File: src/hdl/mnd_pkg.sv
`default_nettype none
// ----------------------------------------------------------------------------
// mnd_pkg
// Shared types, widths, register indexes and note tables of the melody note
// decoder.
// ----------------------------------------------------------------------------
package mnd_pkg;

	localparam int TONE_W  = 8;
	localparam int LEN_W   = 8;
	localparam int FREQ_W  = 13;
	localparam int MS_W    = 16;
	localparam int SEMI_W  = 4;
	localparam int EXPO_W  = 3;
	localparam int TRANS_W = 4;
	localparam int OCT_W   = 3;
	localparam int NUMER_W = 3;
	localparam int HZ_W    = 9;
	localparam int BASE_W  = HZ_W + 2;

	localparam int CFG_IDX_W  = 2;
	localparam int CFG_DATA_W = 16;

	localparam logic [CFG_IDX_W-1:0] CFG_TRANSPOSE = 2'd0;
	localparam logic [CFG_IDX_W-1:0] CFG_OCTAVE    = 2'd1;
	localparam logic [CFG_IDX_W-1:0] CFG_WHOLE     = 2'd2;
	localparam logic [CFG_IDX_W-1:0] CFG_NUMER     = 2'd3;

	localparam logic [MS_W-1:0]    WHOLE_RESET = 16'd1600;
	localparam logic [NUMER_W-1:0] NUMER_RESET = 3'd4;
	localparam logic [FREQ_W-1:0]  FREQ_MAX    = 13'h1FFF;
	localparam logic [MS_W-1:0]    MS_MAX      = 16'hFFFF;

	localparam int QUEUE_DEPTH = 2;

	typedef enum logic [1:0] {
		RANGE_LOW,
		RANGE_MID,
		RANGE_HIGH
	} range_t;

	typedef enum logic [1:0] {
		EFF_NORMAL,
		EFF_LEGATO,
		EFF_STACCATO
	} effect_t;

	typedef struct packed {
		logic              rest;
		logic [SEMI_W-1:0] semi;
		range_t            range;
		logic [EXPO_W-1:0] expo;
		effect_t           effect;
		logic              dotted;
	} note_item_t;

	typedef struct packed {
		logic [TRANS_W-1:0] transpose;
		logic [OCT_W-1:0]   octave;
		logic [MS_W-1:0]    whole_ms;
		logic [NUMER_W-1:0] numer;
	} cfg_t;

	function automatic logic [HZ_W-1:0] semitone_hz(input logic [SEMI_W-1:0] pos);
		logic [HZ_W-1:0] hz;
		case (pos)
			4'd0:    hz = 9'd262;
			4'd1:    hz = 9'd277;
			4'd2:    hz = 9'd294;
			4'd3:    hz = 9'd311;
			4'd4:    hz = 9'd330;
			4'd5:    hz = 9'd349;
			4'd6:    hz = 9'd369;
			4'd7:    hz = 9'd392;
			4'd8:    hz = 9'd415;
			4'd9:    hz = 9'd440;
			4'd10:   hz = 9'd466;
			default: hz = 9'd494;
		endcase
		return hz;
	endfunction

	function automatic logic [SEMI_W-1:0] note_to_semi(input logic [2:0] note);
		logic [SEMI_W-1:0] s;
		case (note)
			3'd2:    s = 4'd2;
			3'd3:    s = 4'd4;
			3'd4:    s = 4'd5;
			3'd5:    s = 4'd7;
			3'd6:    s = 4'd9;
			3'd7:    s = 4'd11;
			default: s = 4'd0;
		endcase
		return s;
	endfunction

endpackage
`default_nettype wire

File: src/hdl/mnd_front.sv
`default_nettype none
// ----------------------------------------------------------------------------
// mnd_front
// Accepts note codes, splits them into decimal digits and classifies them
// into a decoded note item held in one register.
// ----------------------------------------------------------------------------
module mnd_front import mnd_pkg::*; (
	input  wire logic              clk,
	input  wire logic              arst_n,
	input  wire logic              note_valid,
	output logic                   note_stall,
	input  wire logic [TONE_W-1:0] tone_code,
	input  wire logic [LEN_W-1:0]  length_code,
	output logic                   item_valid,
	output note_item_t             item,
	input  wire logic              item_full
);

	typedef struct packed {
		logic [1:0] hund;
		logic [3:0] tens;
		logic [3:0] units;
	} digits_t;

	function automatic digits_t split_digits(input logic [7:0] code);
		digits_t    d;
		logic [7:0] rem8;
		logic [6:0] rem;
		logic [14:0] prod;
		if (code >= 8'd200) begin
			d.hund = 2'd2;
			rem8   = code - 8'd200;
		end else if (code >= 8'd100) begin
			d.hund = 2'd1;
			rem8   = code - 8'd100;
		end else begin
			d.hund = 2'd0;
			rem8   = code;
		end
		rem     = rem8[6:0];
		prod    = 15'(rem) * 15'd205;
		d.tens  = prod[14:11];
		d.units = 4'(rem - 7'(d.tens) * 7'd10);
		return d;
	endfunction

	digits_t           tone_d;
	digits_t           len_d;
	note_item_t        dec;
	logic [2:0]        note_sat;
	logic [SEMI_W:0]   semi_sum;
	logic              adv;

	always_comb begin
		tone_d   = split_digits(tone_code);
		len_d    = split_digits(length_code);
		note_sat = (tone_d.units > 4'd7) ? 3'd7 : tone_d.units[2:0];
		semi_sum = (SEMI_W+1)'(note_to_semi(note_sat)) + (SEMI_W+1)'(tone_d.hund);

		dec.rest = (tone_d.units == 4'd0);
		dec.semi = (semi_sum > 5'd11) ? 4'd11 : semi_sum[SEMI_W-1:0];
		case (tone_d.tens)
			4'd1:    dec.range = RANGE_LOW;
			4'd3:    dec.range = RANGE_HIGH;
			default: dec.range = RANGE_MID;
		endcase
		dec.expo = (len_d.units > 4'd6) ? 3'd6 : len_d.units[2:0];
		case (len_d.tens)
			4'd0:    dec.effect = EFF_NORMAL;
			4'd1:    dec.effect = EFF_LEGATO;
			default: dec.effect = EFF_STACCATO;
		endcase
		dec.dotted = (len_d.hund == 2'd1);
	end

	assign adv        = !item_valid || !item_full;
	assign note_stall = !adv;

	always_ff @(posedge clk or negedge arst_n) begin
		if (!arst_n) begin
			item_valid <= 1'b0;
		end else if (adv) begin
			item_valid <= note_valid;
		end
	end

	always_ff @(posedge clk) begin
		if (adv && note_valid) begin
			item <= dec;
		end
	end

endmodule
`default_nettype wire

File: src/hdl/mnd_queue.sv
`default_nettype none
// ----------------------------------------------------------------------------
// mnd_queue
// Short queue of decoded note items between the front and the back.
// ----------------------------------------------------------------------------
module mnd_queue import mnd_pkg::*; (
	input  wire logic        clk,
	input  wire logic        arst_n,
	input  wire logic        push_valid,
	input  wire note_item_t  push_item,
	output logic             full,
	output logic             pop_valid,
	output note_item_t       pop_item,
	input  wire logic        pop_ready
);

	localparam int PTR_W = (QUEUE_DEPTH > 1) ? $clog2(QUEUE_DEPTH) : 1;
	localparam int CNT_W = $clog2(QUEUE_DEPTH + 1);
	localparam logic [PTR_W-1:0] PTR_LAST = PTR_W'(QUEUE_DEPTH - 1);
	localparam logic [CNT_W-1:0] CNT_FULL = CNT_W'(QUEUE_DEPTH);

	note_item_t       slot_q [QUEUE_DEPTH];
	logic [PTR_W-1:0] wr_ptr_q;
	logic [PTR_W-1:0] rd_ptr_q;
	logic [CNT_W-1:0] count_q;
	logic             push;
	logic             pop;

	assign full      = (count_q == CNT_FULL);
	assign pop_valid = (count_q != '0);
	assign pop_item  = slot_q[rd_ptr_q];
	assign push      = push_valid && !full;
	assign pop       = pop_valid && pop_ready;

	always_ff @(posedge clk or negedge arst_n) begin
		if (!arst_n) begin
			wr_ptr_q <= '0;
			rd_ptr_q <= '0;
			count_q  <= '0;
		end else begin
			if (push) begin
				wr_ptr_q <= (wr_ptr_q == PTR_LAST) ? '0 : wr_ptr_q + 1'b1;
			end
			if (pop) begin
				rd_ptr_q <= (rd_ptr_q == PTR_LAST) ? '0 : rd_ptr_q + 1'b1;
			end
			if (push && !pop) begin
				count_q <= count_q + 1'b1;
			end else if (pop && !push) begin
				count_q <= count_q - 1'b1;
			end
		end
	end

	always_ff @(posedge clk) begin
		if (push) begin
			slot_q[wr_ptr_q] <= push_item;
		end
	end

`ifndef ASSERT_OFF
	a_pop_not_empty: assert property (@(posedge clk) disable iff (!arst_n)
		pop |-> (count_q != '0))
		else $error("queue popped while empty");

	a_count_bound: assert property (@(posedge clk) disable iff (!arst_n)
		count_q <= CNT_FULL)
		else $error("queue count exceeds depth");

	a_count_up: assert property (@(posedge clk) disable iff (!arst_n)
		(push && !pop) |=> (count_q == $past(count_q) + 1'b1))
		else $error("queue count did not follow a push");
`endif

endmodule
`default_nettype wire

File: src/hdl/mnd_back.sv
`default_nettype none
// ----------------------------------------------------------------------------
// mnd_back
// Four-stage pipeline that turns a decoded note item into its frequency,
// sounding time and silent time. The last stage is the output register.
// ----------------------------------------------------------------------------
module mnd_back import mnd_pkg::*; #(
	parameter int SPACE_DENOM = 5
) (
	input  wire logic              clk,
	input  wire logic              arst_n,
	input  wire cfg_t              cfg,
	input  wire logic              in_valid,
	input  wire note_item_t        in_item,
	output logic                   in_ready,
	output logic                   result_valid,
	input  wire logic              result_stall,
	output logic [FREQ_W-1:0]      freq_hz,
	output logic [MS_W-1:0]        sound_ms,
	output logic [MS_W-1:0]        silence_ms
);

	localparam int PROD_W  = MS_W + NUMER_W;
	localparam int RECIP_K = PROD_W;
	localparam int RECIP_W = RECIP_K + 1;
	localparam int QP_W    = PROD_W + RECIP_W;
	localparam int DEN_W   = $clog2(SPACE_DENOM + 1);
	localparam int QD_W    = PROD_W + DEN_W;
	localparam logic [RECIP_W-1:0] RECIP = RECIP_W'((64'd1 << RECIP_K) / SPACE_DENOM);
	localparam logic [PROD_W-1:0]  DENOM = PROD_W'(SPACE_DENOM);

	logic en;
	assign en       = !(result_valid && result_stall);
	assign in_ready = en;

	// Stage 1: transposed base frequency and note time.
	logic [SEMI_W:0]    pos_sum;
	logic [SEMI_W-1:0]  pos;
	logic [1:0]         octs;
	logic [BASE_W-1:0]  base;
	logic [MS_W-1:0]    nl_shift;
	logic [MS_W:0]      nl_dot;
	logic [MS_W-1:0]    dur_ms;

	always_comb begin
		pos_sum = (SEMI_W+1)'(in_item.semi) + (SEMI_W+1)'(cfg.transpose);
		if (pos_sum >= 5'd24) begin
			pos  = SEMI_W'(pos_sum - 5'd24);
			octs = 2'd2;
		end else if (pos_sum >= 5'd12) begin
			pos  = SEMI_W'(pos_sum - 5'd12);
			octs = 2'd1;
		end else begin
			pos  = pos_sum[SEMI_W-1:0];
			octs = 2'd0;
		end
		base     = BASE_W'(semitone_hz(pos)) << octs;
		nl_shift = cfg.whole_ms >> in_item.expo;
		nl_dot   = (MS_W+1)'(nl_shift)
			+ (in_item.dotted ? (MS_W+1)'(nl_shift >> 1) : '0);
		dur_ms   = nl_dot[MS_W] ? MS_MAX : nl_dot[MS_W-1:0];
	end

	logic              valid_s1;
	logic [BASE_W-1:0] base_s1;
	logic [MS_W-1:0]   dur_ms_s1;
	logic              rest_s1;
	range_t            range_s1;
	effect_t           effect_s1;

	// Stage 2: octave and range shifts, sounding-fraction product.
	logic signed [OCT_W-1:0] oct;
	logic [OCT_W-1:0]        oct_amt;
	logic [BASE_W+2:0]       f_oct;
	logic [BASE_W+3:0]       f_rng;
	logic [FREQ_W-1:0]       freq;
	logic [PROD_W-1:0]       prod;

	always_comb begin
		oct     = $signed(cfg.octave);
		oct_amt = OCT_W'(-oct);
		if (oct < 0) begin
			f_oct = (BASE_W+3)'(base_s1) >> oct_amt;
		end else begin
			f_oct = (BASE_W+3)'(base_s1) << cfg.octave[1:0];
		end
		case (range_s1)
			RANGE_LOW:  f_rng = (BASE_W+4)'(f_oct) >> 1;
			RANGE_HIGH: f_rng = (BASE_W+4)'(f_oct) << 1;
			default:    f_rng = (BASE_W+4)'(f_oct);
		endcase
		if (rest_s1) begin
			freq = '0;
		end else if (f_rng > (BASE_W+4)'(FREQ_MAX)) begin
			freq = FREQ_MAX;
		end else begin
			freq = f_rng[FREQ_W-1:0];
		end
		prod = PROD_W'(dur_ms_s1) * PROD_W'(cfg.numer);
	end

	logic              valid_s2;
	logic [FREQ_W-1:0] freq_s2;
	logic [PROD_W-1:0] prod_s2;
	logic [MS_W-1:0]   dur_ms_s2;
	logic              rest_s2;
	effect_t           effect_s2;

	// Stage 3: quotient estimate by reciprocal multiplication.
	logic [QP_W-1:0]   qprod;
	assign qprod = QP_W'(prod_s2) * QP_W'(RECIP);

	logic              valid_s3;
	logic [PROD_W-1:0] q0_s3;
	logic [FREQ_W-1:0] freq_s3;
	logic [PROD_W-1:0] prod_s3;
	logic [MS_W-1:0]   dur_ms_s3;
	logic              rest_s3;
	effect_t           effect_s3;

	// Stage 4: quotient correction and the split into sound and silence.
	logic [PROD_W-1:0] rem;
	logic [PROD_W-1:0] q;
	logic [MS_W-1:0]   norm;
	logic [MS_W-1:0]   snd;

	always_comb begin
		rem  = prod_s3 - PROD_W'(QD_W'(q0_s3) * QD_W'(SPACE_DENOM));
		q    = q0_s3 + ((rem >= DENOM) ? PROD_W'(1) : PROD_W'(0));
		norm = (q > PROD_W'(dur_ms_s3)) ? dur_ms_s3 : q[MS_W-1:0];
		case (effect_s3)
			EFF_NORMAL: snd = norm;
			EFF_LEGATO: snd = dur_ms_s3;
			default:    snd = dur_ms_s3 >> 1;
		endcase
		if (rest_s3) begin
			snd = '0;
		end
	end

	logic              valid_s4;
	logic [FREQ_W-1:0] freq_s4;
	logic [MS_W-1:0]   sound_s4;
	logic [MS_W-1:0]   silence_s4;

	always_ff @(posedge clk or negedge arst_n) begin
		if (!arst_n) begin
			valid_s1 <= 1'b0;
			valid_s2 <= 1'b0;
			valid_s3 <= 1'b0;
			valid_s4 <= 1'b0;
		end else if (en) begin
			valid_s1 <= in_valid;
			valid_s2 <= valid_s1;
			valid_s3 <= valid_s2;
			valid_s4 <= valid_s3;
		end
	end

	always_ff @(posedge clk) begin
		if (en) begin
			base_s1     <= base;
			dur_ms_s1   <= dur_ms;
			rest_s1     <= in_item.rest;
			range_s1    <= in_item.range;
			effect_s1   <= in_item.effect;

			freq_s2     <= freq;
			prod_s2     <= prod;
			dur_ms_s2   <= dur_ms_s1;
			rest_s2     <= rest_s1;
			effect_s2   <= effect_s1;

			q0_s3       <= qprod[RECIP_K +: PROD_W];
			freq_s3     <= freq_s2;
			prod_s3     <= prod_s2;
			dur_ms_s3   <= dur_ms_s2;
			rest_s3     <= rest_s2;
			effect_s3   <= effect_s2;

			freq_s4     <= freq_s3;
			sound_s4    <= snd;
			silence_s4  <= dur_ms_s3 - snd;
		end
	end

	assign result_valid = valid_s4;
	assign freq_hz      = freq_s4;
	assign sound_ms     = sound_s4;
	assign silence_ms   = silence_s4;

endmodule
`default_nettype wire

File: src/hdl/melody_note_decoder_core.sv
`default_nettype none
// ----------------------------------------------------------------------------
// melody_note_decoder_core
// Decodes note codes into tone frequency, sounding time and silent time.
//
//   Channel   Handshake                Payload
//   note      note_valid / note_stall  tone_code, length_code
//   result    result_valid / result_stall  freq_hz, sound_ms, silence_ms
//   cfg       cfg_valid / cfg_ready    cfg_index, cfg_data
//
// One note item is accepted every cycle while note_stall is low; result_valid
// rises once it has passed the front register, the queue and four back stages.
// The back pipeline length is set by the reciprocal divide and its fix-up.
// Reset clears all valid flags and loads the configuration defaults.
// A result stall holds the back pipeline; the two-entry queue and the front
// register then fill before note_stall rises.
// ----------------------------------------------------------------------------
module melody_note_decoder_core import mnd_pkg::*; #(
	parameter int SPACE_DENOM = 5
) (
	input  wire logic                  clk,
	input  wire logic                  arst_n,
	input  wire logic                  note_valid,
	output logic                       note_stall,
	input  wire logic [TONE_W-1:0]     tone_code,
	input  wire logic [LEN_W-1:0]      length_code,
	output logic                       result_valid,
	input  wire logic                  result_stall,
	output logic [FREQ_W-1:0]          freq_hz,
	output logic [MS_W-1:0]            sound_ms,
	output logic [MS_W-1:0]            silence_ms,
	input  wire logic                  cfg_valid,
	output logic                       cfg_ready,
	input  wire logic [CFG_IDX_W-1:0]  cfg_index,
	input  wire logic [CFG_DATA_W-1:0] cfg_data
);

	logic [TRANS_W-1:0] transpose_q;
	logic [OCT_W-1:0]   octave_q;
	logic [MS_W-1:0]    whole_q;
	logic [NUMER_W-1:0] numer_q;
	cfg_t               cfg;

	assign cfg_ready = 1'b1;

	always_ff @(posedge clk or negedge arst_n) begin
		if (!arst_n) begin
			transpose_q <= '0;
			octave_q    <= '0;
			whole_q     <= WHOLE_RESET;
			numer_q     <= NUMER_RESET;
		end else if (cfg_valid && cfg_ready) begin
			case (cfg_index)
				CFG_TRANSPOSE: transpose_q <= cfg_data[TRANS_W-1:0];
				CFG_OCTAVE:    octave_q    <= cfg_data[OCT_W-1:0];
				CFG_WHOLE:     whole_q     <= cfg_data[MS_W-1:0];
				CFG_NUMER:     numer_q     <= cfg_data[NUMER_W-1:0];
				default:       ;
			endcase
		end
	end

	always_comb begin
		cfg.transpose = transpose_q;
		cfg.octave    = octave_q;
		cfg.whole_ms  = whole_q;
		cfg.numer     = numer_q;
	end

	logic       front_valid;
	note_item_t front_item;
	logic       queue_full;
	logic       queue_valid;
	note_item_t queue_item;
	logic       back_ready;

	mnd_front u_front (
		.clk         (clk),
		.arst_n      (arst_n),
		.note_valid  (note_valid),
		.note_stall  (note_stall),
		.tone_code   (tone_code),
		.length_code (length_code),
		.item_valid  (front_valid),
		.item        (front_item),
		.item_full   (queue_full)
	);

	mnd_queue u_queue (
		.clk        (clk),
		.arst_n     (arst_n),
		.push_valid (front_valid),
		.push_item  (front_item),
		.full       (queue_full),
		.pop_valid  (queue_valid),
		.pop_item   (queue_item),
		.pop_ready  (back_ready)
	);

	mnd_back #(
		.SPACE_DENOM (SPACE_DENOM)
	) u_back (
		.clk          (clk),
		.arst_n       (arst_n),
		.cfg          (cfg),
		.in_valid     (queue_valid),
		.in_item      (queue_item),
		.in_ready     (back_ready),
		.result_valid (result_valid),
		.result_stall (result_stall),
		.freq_hz      (freq_hz),
		.sound_ms     (sound_ms),
		.silence_ms   (silence_ms)
	);

endmodule
`default_nettype wire
File: config.mk
export PLATFORM = sky130hd
export DESIGN_NAME = melody_note_decoder_core
export DESIGN_NICKNAME = d
export VERILOG_FILES = /design/src/hdl/mnd_pkg.sv /design/src/hdl/mnd_front.sv /design/src/hdl/mnd_queue.sv /design/src/hdl/mnd_back.sv /design/src/hdl/melody_note_decoder_core.sv
export SDC_FILE = /design/constraint.sdc
export NUM_CORES = 1
export LEC_CHECK = 0
export BUFFER_PORTS_ARGS = -buffer_cell sky130_fd_sc_hd__buf_4
export CORE_ASPECT_RATIO = 1.4
export CORE_MARGIN = 2
export CORE_UTILIZATION = 50
export DETAILED_ROUTE_END_ITERATION = 7
export HOLD_SLACK_MARGIN = 0.12
export PLACE_DENSITY = 0.78
export SETUP_SLACK_MARGIN = 0.2
export SLEW_MARGIN = 20
export SYNTH_ARGS = -nofsm -noshare
export SYNTH_HDL_FRONTEND = slang
export SYNTH_SLANG_ARGS = --single-unit
File: constraint.sdc
create_clock -name clk -period 10.7 [get_ports clk]
set_clock_uncertainty 0.2 [all_clocks]
set_input_delay 2.675 -clock clk [delete_from_list [all_inputs] [get_ports clk]]
set_output_delay 2.675 -clock clk [all_outputs]
set_load 0.05 [all_outputs]
==> results of run 1 <==
synthesized netlist by cell type (13+ instances only):
cell,count
o21ai_0,72
xnor2_1,69
a21o_1,28
mux2i_1,51
o21a_1,20
fa_1,154
dfrtp_1,31
nand3_1,38
a22o_1,13
edfxtp_1,235
ha_1,335
nor2_1,115
a22oi_1,17
mux2_1,13
mux2_2,49
nand2_1,166
and2_1,17
nor3_1,27
and3_1,18
nand2b_1,25
clkbuf_1,39
xor2_1,25
a21oi_1,119
nor2b_1,26
inv_1,353
final cells by class:
| class | instances | area [um2] | area share |
|---|---|---|---|
| Sequential cell | 270 | 7938 | 0.3032 |
| Clock buffer | 40 | 754.5 | 0.02882 |
| Multi-Input combinational cell | 1603 | 14520 | 0.5547 |
| Clock inverter | 10 | 137.6 | 0.005258 |
| Timing Repair Buffer | 95 | 713.2 | 0.02724 |
| Tap cell | 624 | 780.7 | 0.02983 |
| Inverter | 355 | 1333 | 0.05090 |
state kept, by name, summed over array words and instances (netlist names), 3 cells and up:
register,count
octave_q,3
u_back.dur_ms_s2,16
transpose_q,4
u_queue.slot_q,26
u_back.prod_s2,19
numer_q,3
u_back.freq_s3,13
u_back.sound_ms,16
u_back.dur_ms_s1,16
u_front.item,13
u_back.dur_ms_s3,16
u_back.q0_s3,17
u_back.silence_ms,16
whole_q,16
u_back.freq_hz,13
u_back.freq_s2,13
u_back.base_s1,11
u_back.prod_s3,19
metal layers:
metal	GRT usage	up-vias	part of all wire
li1	-	8113	-
met1	0.2250	8142	0.37
met2	0.4007	436	0.54
met3	0.02400	144	0.039
met4	0.09797	0	0.051
met5	0	-	0
worst max-delay path: cells and delay by family (launching register included):
family	cells	cell delay, ns
AO/OA/AOI/OAI	20	4.45
XOR/XNOR	1	0.16
AND/OR/NAND/NOR	7	1.36
multiplexers	1	0.20
buffers and inverters	1	0.05
flip-flops	1	0.51
adder cells (fa/ha/maj)	8	2.52
kinds of logic after synthesis:
| group | Yosys count |
|---|---|
| multiplexers | 117 |
| buffers and inverters | 406 |
| XOR/XNOR | 96 |
| AND/OR/NAND/NOR | 493 |
| AO/OA/AOI/OAI | 406 |
| other | 1 |
| flip-flops | 270 |
| adder cells (fa/ha/maj) | 490 |
path summary, 6_finish.rpt:
path | to | slack, ns | cells after the start
max in group asynchronous | whole_q[10] | 8.05 | 1
worst min register to register | u_back.freq_hz[6] | 0.22 | 0
worst min-delay path | u_back.freq_hz[6] | 0.22 | 0
worst max-delay path | u_back.silence_ms[14] | 0.94 | 38
min in group asynchronous | u_back.valid_s1 | 1.89 | 1
worst max register to register | u_back.silence_ms[14] | 0.94 | 38
cell usage in the layout (no fill, tap or decap), types with 12 or more instances in the layout:
cell type    n
o21a_1      20
and3_1      18
mux2_2      49
a21o_1      28
a22o_1      13
a21oi_1    119
and2_1      17
inv_1      353
a22oi_1     17
nand2b_1    25
xor2_1      25
dfrtp_1     31
nand3_1     38
nor2b_1     26
nand4_1     12
nand2_1    165
mux2_1      13
edfxtp_1   235
buf_4       95
mux2i_1     50
xnor2_1     69
nor2_1     114
clkbuf_16   27
fa_1       154
o21ai_0     71
ha_1       335
nor3_1      27
stage by stage:
step,cells,area [um2]
final,2997,26180
after floorplan,2279,23980
after global placement,2947,25280
after global routing,2997,26180
after detailed placement,2947,25280
after CTS,2997,26170
==> flow_summary.toml, run 1 <==
[yosys]
synth.mux.area_fraction = 0.05417
post_synth_num_cell_types = 90
number_of_synthesized_flops_with_an_enable_pin = 235
synth_warnings = 0
dominant_combinational_cell_family_by_area_after_synthesis = "adder cells"
synth_flop_type = "edfxtp_1"
synth_area_mm2 = 0.02398
synth.top_cells.by_area = "edfxtp_1 29%, ha_1 17%, fa_1 13%"
post_synthesis_xor_xnor_area_fraction = 0.03601
synth_compound_gate_area_share = 0.1124
post_synthesis_area_per_instance_um2 = 10.52
synth_seq_cells = 270
area_share_of_fa_ha_maj_cells_after_synthesis = 0.3038
synth_simple_gate_area_frac = 0.09832
synth_top_cell_area_share = 0.2943
instance_count_of_the_mapped_netlist = 2279
synth_async_sr_flop_share = 0.1296
syn-num-nets = 2807
seq_total_area_yosys = 0.3311
synth_top_area_cell = "edfxtp_1"

[setup_path]
cp_slowest_cell = "a2111oi_0"
cp.arrival_ns = 9.82
cp-end-kind = "register"
crit_top_cell = "ha_1"
critical_path.reg2reg.startpoint = "u_back.q0_s3[12]"
critical_path_required_ns = 10.76
criticalPathCategory = "register to register"
worstSetupStartpointType = "register"
slowest_delay_ns = 0.67
path_max_fanout = 17
timing.critical_path.from = "u_back.q0_s3[12]"

[drt]
vias = 16840
route.antenna.remaining_nets = 0
drcViolationCount = 0
routed_via_density = 5.617
drt_first_pass_iters = 5
routedWlPerCell_um = 16.95
wirelength_um = 50800
drt_iter0_drc = 853

[place]
gp_congestion = 0.9560
place_ws_ns = 0.5992
io_buffers = 85
placed_wire_length_estimate_after_detailed_placement_um = 42230

[timing]
min_period_ns = 9.757
tns_ns = 0
setup_viol = 0
transition_time_of_the_tightest_slew_check_pin_ns = 0.9899
worst_path_setup_slack_after_routing_ns = 0.9434
rsz0062_at_grt = "no"
fin_crit_sh = 0.9118
timing_hold_violations_final = 0
slew_headroom = 0.3340
timing.fmax_ghz = 0.1025
drv_slew = 0
whs_ns = 0.2159

[clocking]
clock_buffer_count_from_cts = 27
post-cts-setup-buffers = 0
clk-insertion-delay-late_ns = 0.54
ctsLongestPathBuffers = 3
cts.root.buffer_cell = "clkbuf_16"
clkTransAtPathRegs_ns = 0.07
cts_tree = "yes"
ctsResizeCount = 0
cts.sinks = 270
htree_num_levels = 1
postCtsHoldBufs = 0

[cells_and_area]
filler_cell_count = 3922
nNetsFinal = 2880
ant_diodes = 0
drive_gt1_frac = 0.09313
syn2layout_area_growth_pct = 9.185
post-route-util = 0.5550

[hold_path]
hold_class = "register to register"
timing.hold.worst.start = "u_back.freq_s3[6]"

[floorplan]
core_mm2 = 0.04716
placementRows = 94
dieHeight_um = 263.1
initial_core_util = 0.5084
die_area_mm2 = 0.04974
io_pins = 87
die_x_um = 189.1

[global_routing]
grt_antenna_before_repair = 0
grt_start_max_net_pins = 75
global_route.usage.total = 0.2088
first_global_vias = 17500
global_route_wire_length_before_repair_um = 85120
gr-total-overflow = 0

[run_status]
run_status = "finished clean"

[job]
cap_violations = 0
Power of run 1 is not shown: default switching activity piles up to over one toggle a cycle in this logic, so the estimate is an artifact.
==> run 2, diff against run 1 <==
- CELL_PAD_IN_SITES_DETAIL_PLACEMENT: default -> 0
- CELL_PAD_IN_SITES_GLOBAL_PLACEMENT: default -> 2
- CORE_UTILIZATION: 50 -> 43
- PLACE_DENSITY: 0.78 -> 0.93
==> run 2 against run 1 <==
Net effect: via count is 1.2% lower; clock-buffer cell count is 3 lower; final cell count is 3.5% higher; die area is 16% higher; register-to-register slack better by 0.07 ns; sequential cell count stayed put; critical path type unchanged; critical path depth stayed put; worst hold slack worse by 0.021 ns.
==> flow_summary.toml, run 2 (synthesis results as in run 1) <==
[setup_path]
crit_top_cell = "ha_1"
cp-end-kind = "register"
cp.arrival_ns = 9.80
path_delay_family = "compound AO/OA/AOI/OAI gates"
criticalPathCategory = "register to register"
cp_slowest_cell = "a2111oi_0"
cp_num_buf_inv = 1
path_max_fanout = 17
worstSetupStartpointType = "register"
critical_path_required_ns = 10.82
slowest_delay_ns = 0.59

[timing]
min_period_ns = 9.684
slew_headroom = 0.3659
drv_slew = 0
timing_hold_violations_final = 0
tns_ns = 0
fin_crit_sh = 0.9050
transition_time_of_the_tightest_slew_check_pin_ns = 0.9512
timing.fmax_ghz = 0.1033
rsz0062_at_grt = "no"
setup_viol = 0

[cells_and_area]
nNetsFinal = 2881
top_register = "u_queue.slot_q"
ant_diodes = 0
final_common_cell = "inv_1"
syn2layout_area_growth_pct = 10.30
layout_common_cells = "353 x inv_1, 335 x ha_1, 235 x edfxtp_1"
largestRegisters = "u_queue.slot_q (26), u_back.prod_s2 (19), u_back.prod_s3 (19)"
largest_register_ffs = 26
drive_gt1_frac = 0.09642
filler_cell_count = 5032

[clocking]
postCtsHoldBufs = 0
cts.root.buffer_cell = "clkbuf_16"
htree_num_levels = 1
clkTransAtPathRegs_ns = 0.07
ctsResizeCount = 0
post-cts-setup-buffers = 0
clk-insertion-delay-late_ns = 0.59
clock_buffer_count_from_cts = 29
cts_tree = "yes"
ctsLongestPathBuffers = 3
cts.sinks = 270

[job]
cap_violations = 0

[drt]
drt_iter0_drc = 635
vias = 16640
drcViolationCount = 0
routedWlPerCell_um = 17.09
routed_via_density = 5.361
route.antenna.remaining_nets = 0
wirelength_um = 53040
drt_first_pass_iters = 5

[place]
gp_congestion = 0.9045
placed_wire_length_estimate_after_detailed_placement_um = 44300
io_buffers = 85

[global_routing]
gr-total-overflow = 0
global_route_wire_length_before_repair_um = 87150
first_global_vias = 17300
grt_antenna_before_repair = 0
grt_start_max_net_pins = 72
global_route.usage.total = 0.1863

[floorplan]
die_x_um = 203.6
die_area_mm2 = 0.05769
core_mm2 = 0.05526
dieHeight_um = 283.4
io_pins = 87
placementRows = 102
initial_core_util = 0.4339

[run_status]
run_status = "finished clean"

[hold_path]
hold_class = "register to register"
## run 2: cell types whose count changed in the layout (fill, tap and decap cells not counted), sizes merged
cell,previous run,this run
inv,357,358
clkinv,3,7
clkinvlp,2,3
clkbuf,40,37
buf,95,94
## run 2: routing by layer
layer / global-route usage / part of all wire
met5: 0 / 0
met4: 0.07646 / 0.045
met3: 0.01631 / 0.025
met1: 0.2022 / 0.38
met2: 0.3644 / 0.55
## run 2: worst reg2reg max path, delay by kind of cell, from the launching register on
family	cells	cell delay, ns
XOR/XNOR	2	0.35
buffers and inverters	1	0.05
adder cells (fa/ha/maj)	8	2.52
multiplexers	1	0.21
AND/OR/NAND/NOR	7	1.20
flip-flops	1	0.50
AO/OA/AOI/OAI	19	4.42
## run 2: worst paths after layout
| kind | slack (ns) | from | cells after the start | end |
|---|---|---|---|---|
| worst max-delay path | 1.02 | u_back.q0_s3[2] | 38 | u_back.silence_ms[14] |
| worst min-delay path | 0.19 | u_back.dur_ms_s2[7] | 0 | u_back.dur_ms_s3[7] |
| worst max register to register | 1.02 | u_back.q0_s3[2] | 38 | u_back.silence_ms[14] |
| worst min register to register | 0.19 | u_back.dur_ms_s2[7] | 0 | u_back.dur_ms_s3[7] |
| max in group asynchronous | 8.07 | arst_n | 1 | numer_q[2] |
| min in group asynchronous | 1.86 | arst_n | 1 | u_back.result_valid |
## run 2: cell type report
class	count	area, um2	area share
clock buffers	37	839.6	0.03175
clock inverters	16	198.9	0.007523
inverters	355	1333	0.05039
multi-input cells	1603	14520	0.5490
flip-flops and latches	270	7938	0.3002
well taps	728	910.9	0.03445
repair buffers	94	705.7	0.02669
## run 2: per-stage QoR
step / setup WS (ns) / std cells / util / instance area [um2] / hold slack [ns]
floorplan: 1.341 / 2279 / - / 23980 / 0.2003
global placement: 0.6202 / 3050 / 0.4596 / 25400 / 0.2013
detailed placement: 0.4219 / 3050 / 0.4597 / 25400 / 0.2045
CTS: 1.021 / 3103 / 0.4785 / 26440 / 0.1938
global route: 0.2771 / 3103 / 0.4785 / 26440 / 0.2110
finish: 1.016 / 3103 / 0.4785 / 26440 / 0.1945
Power of run 2 is left out for the same reason.
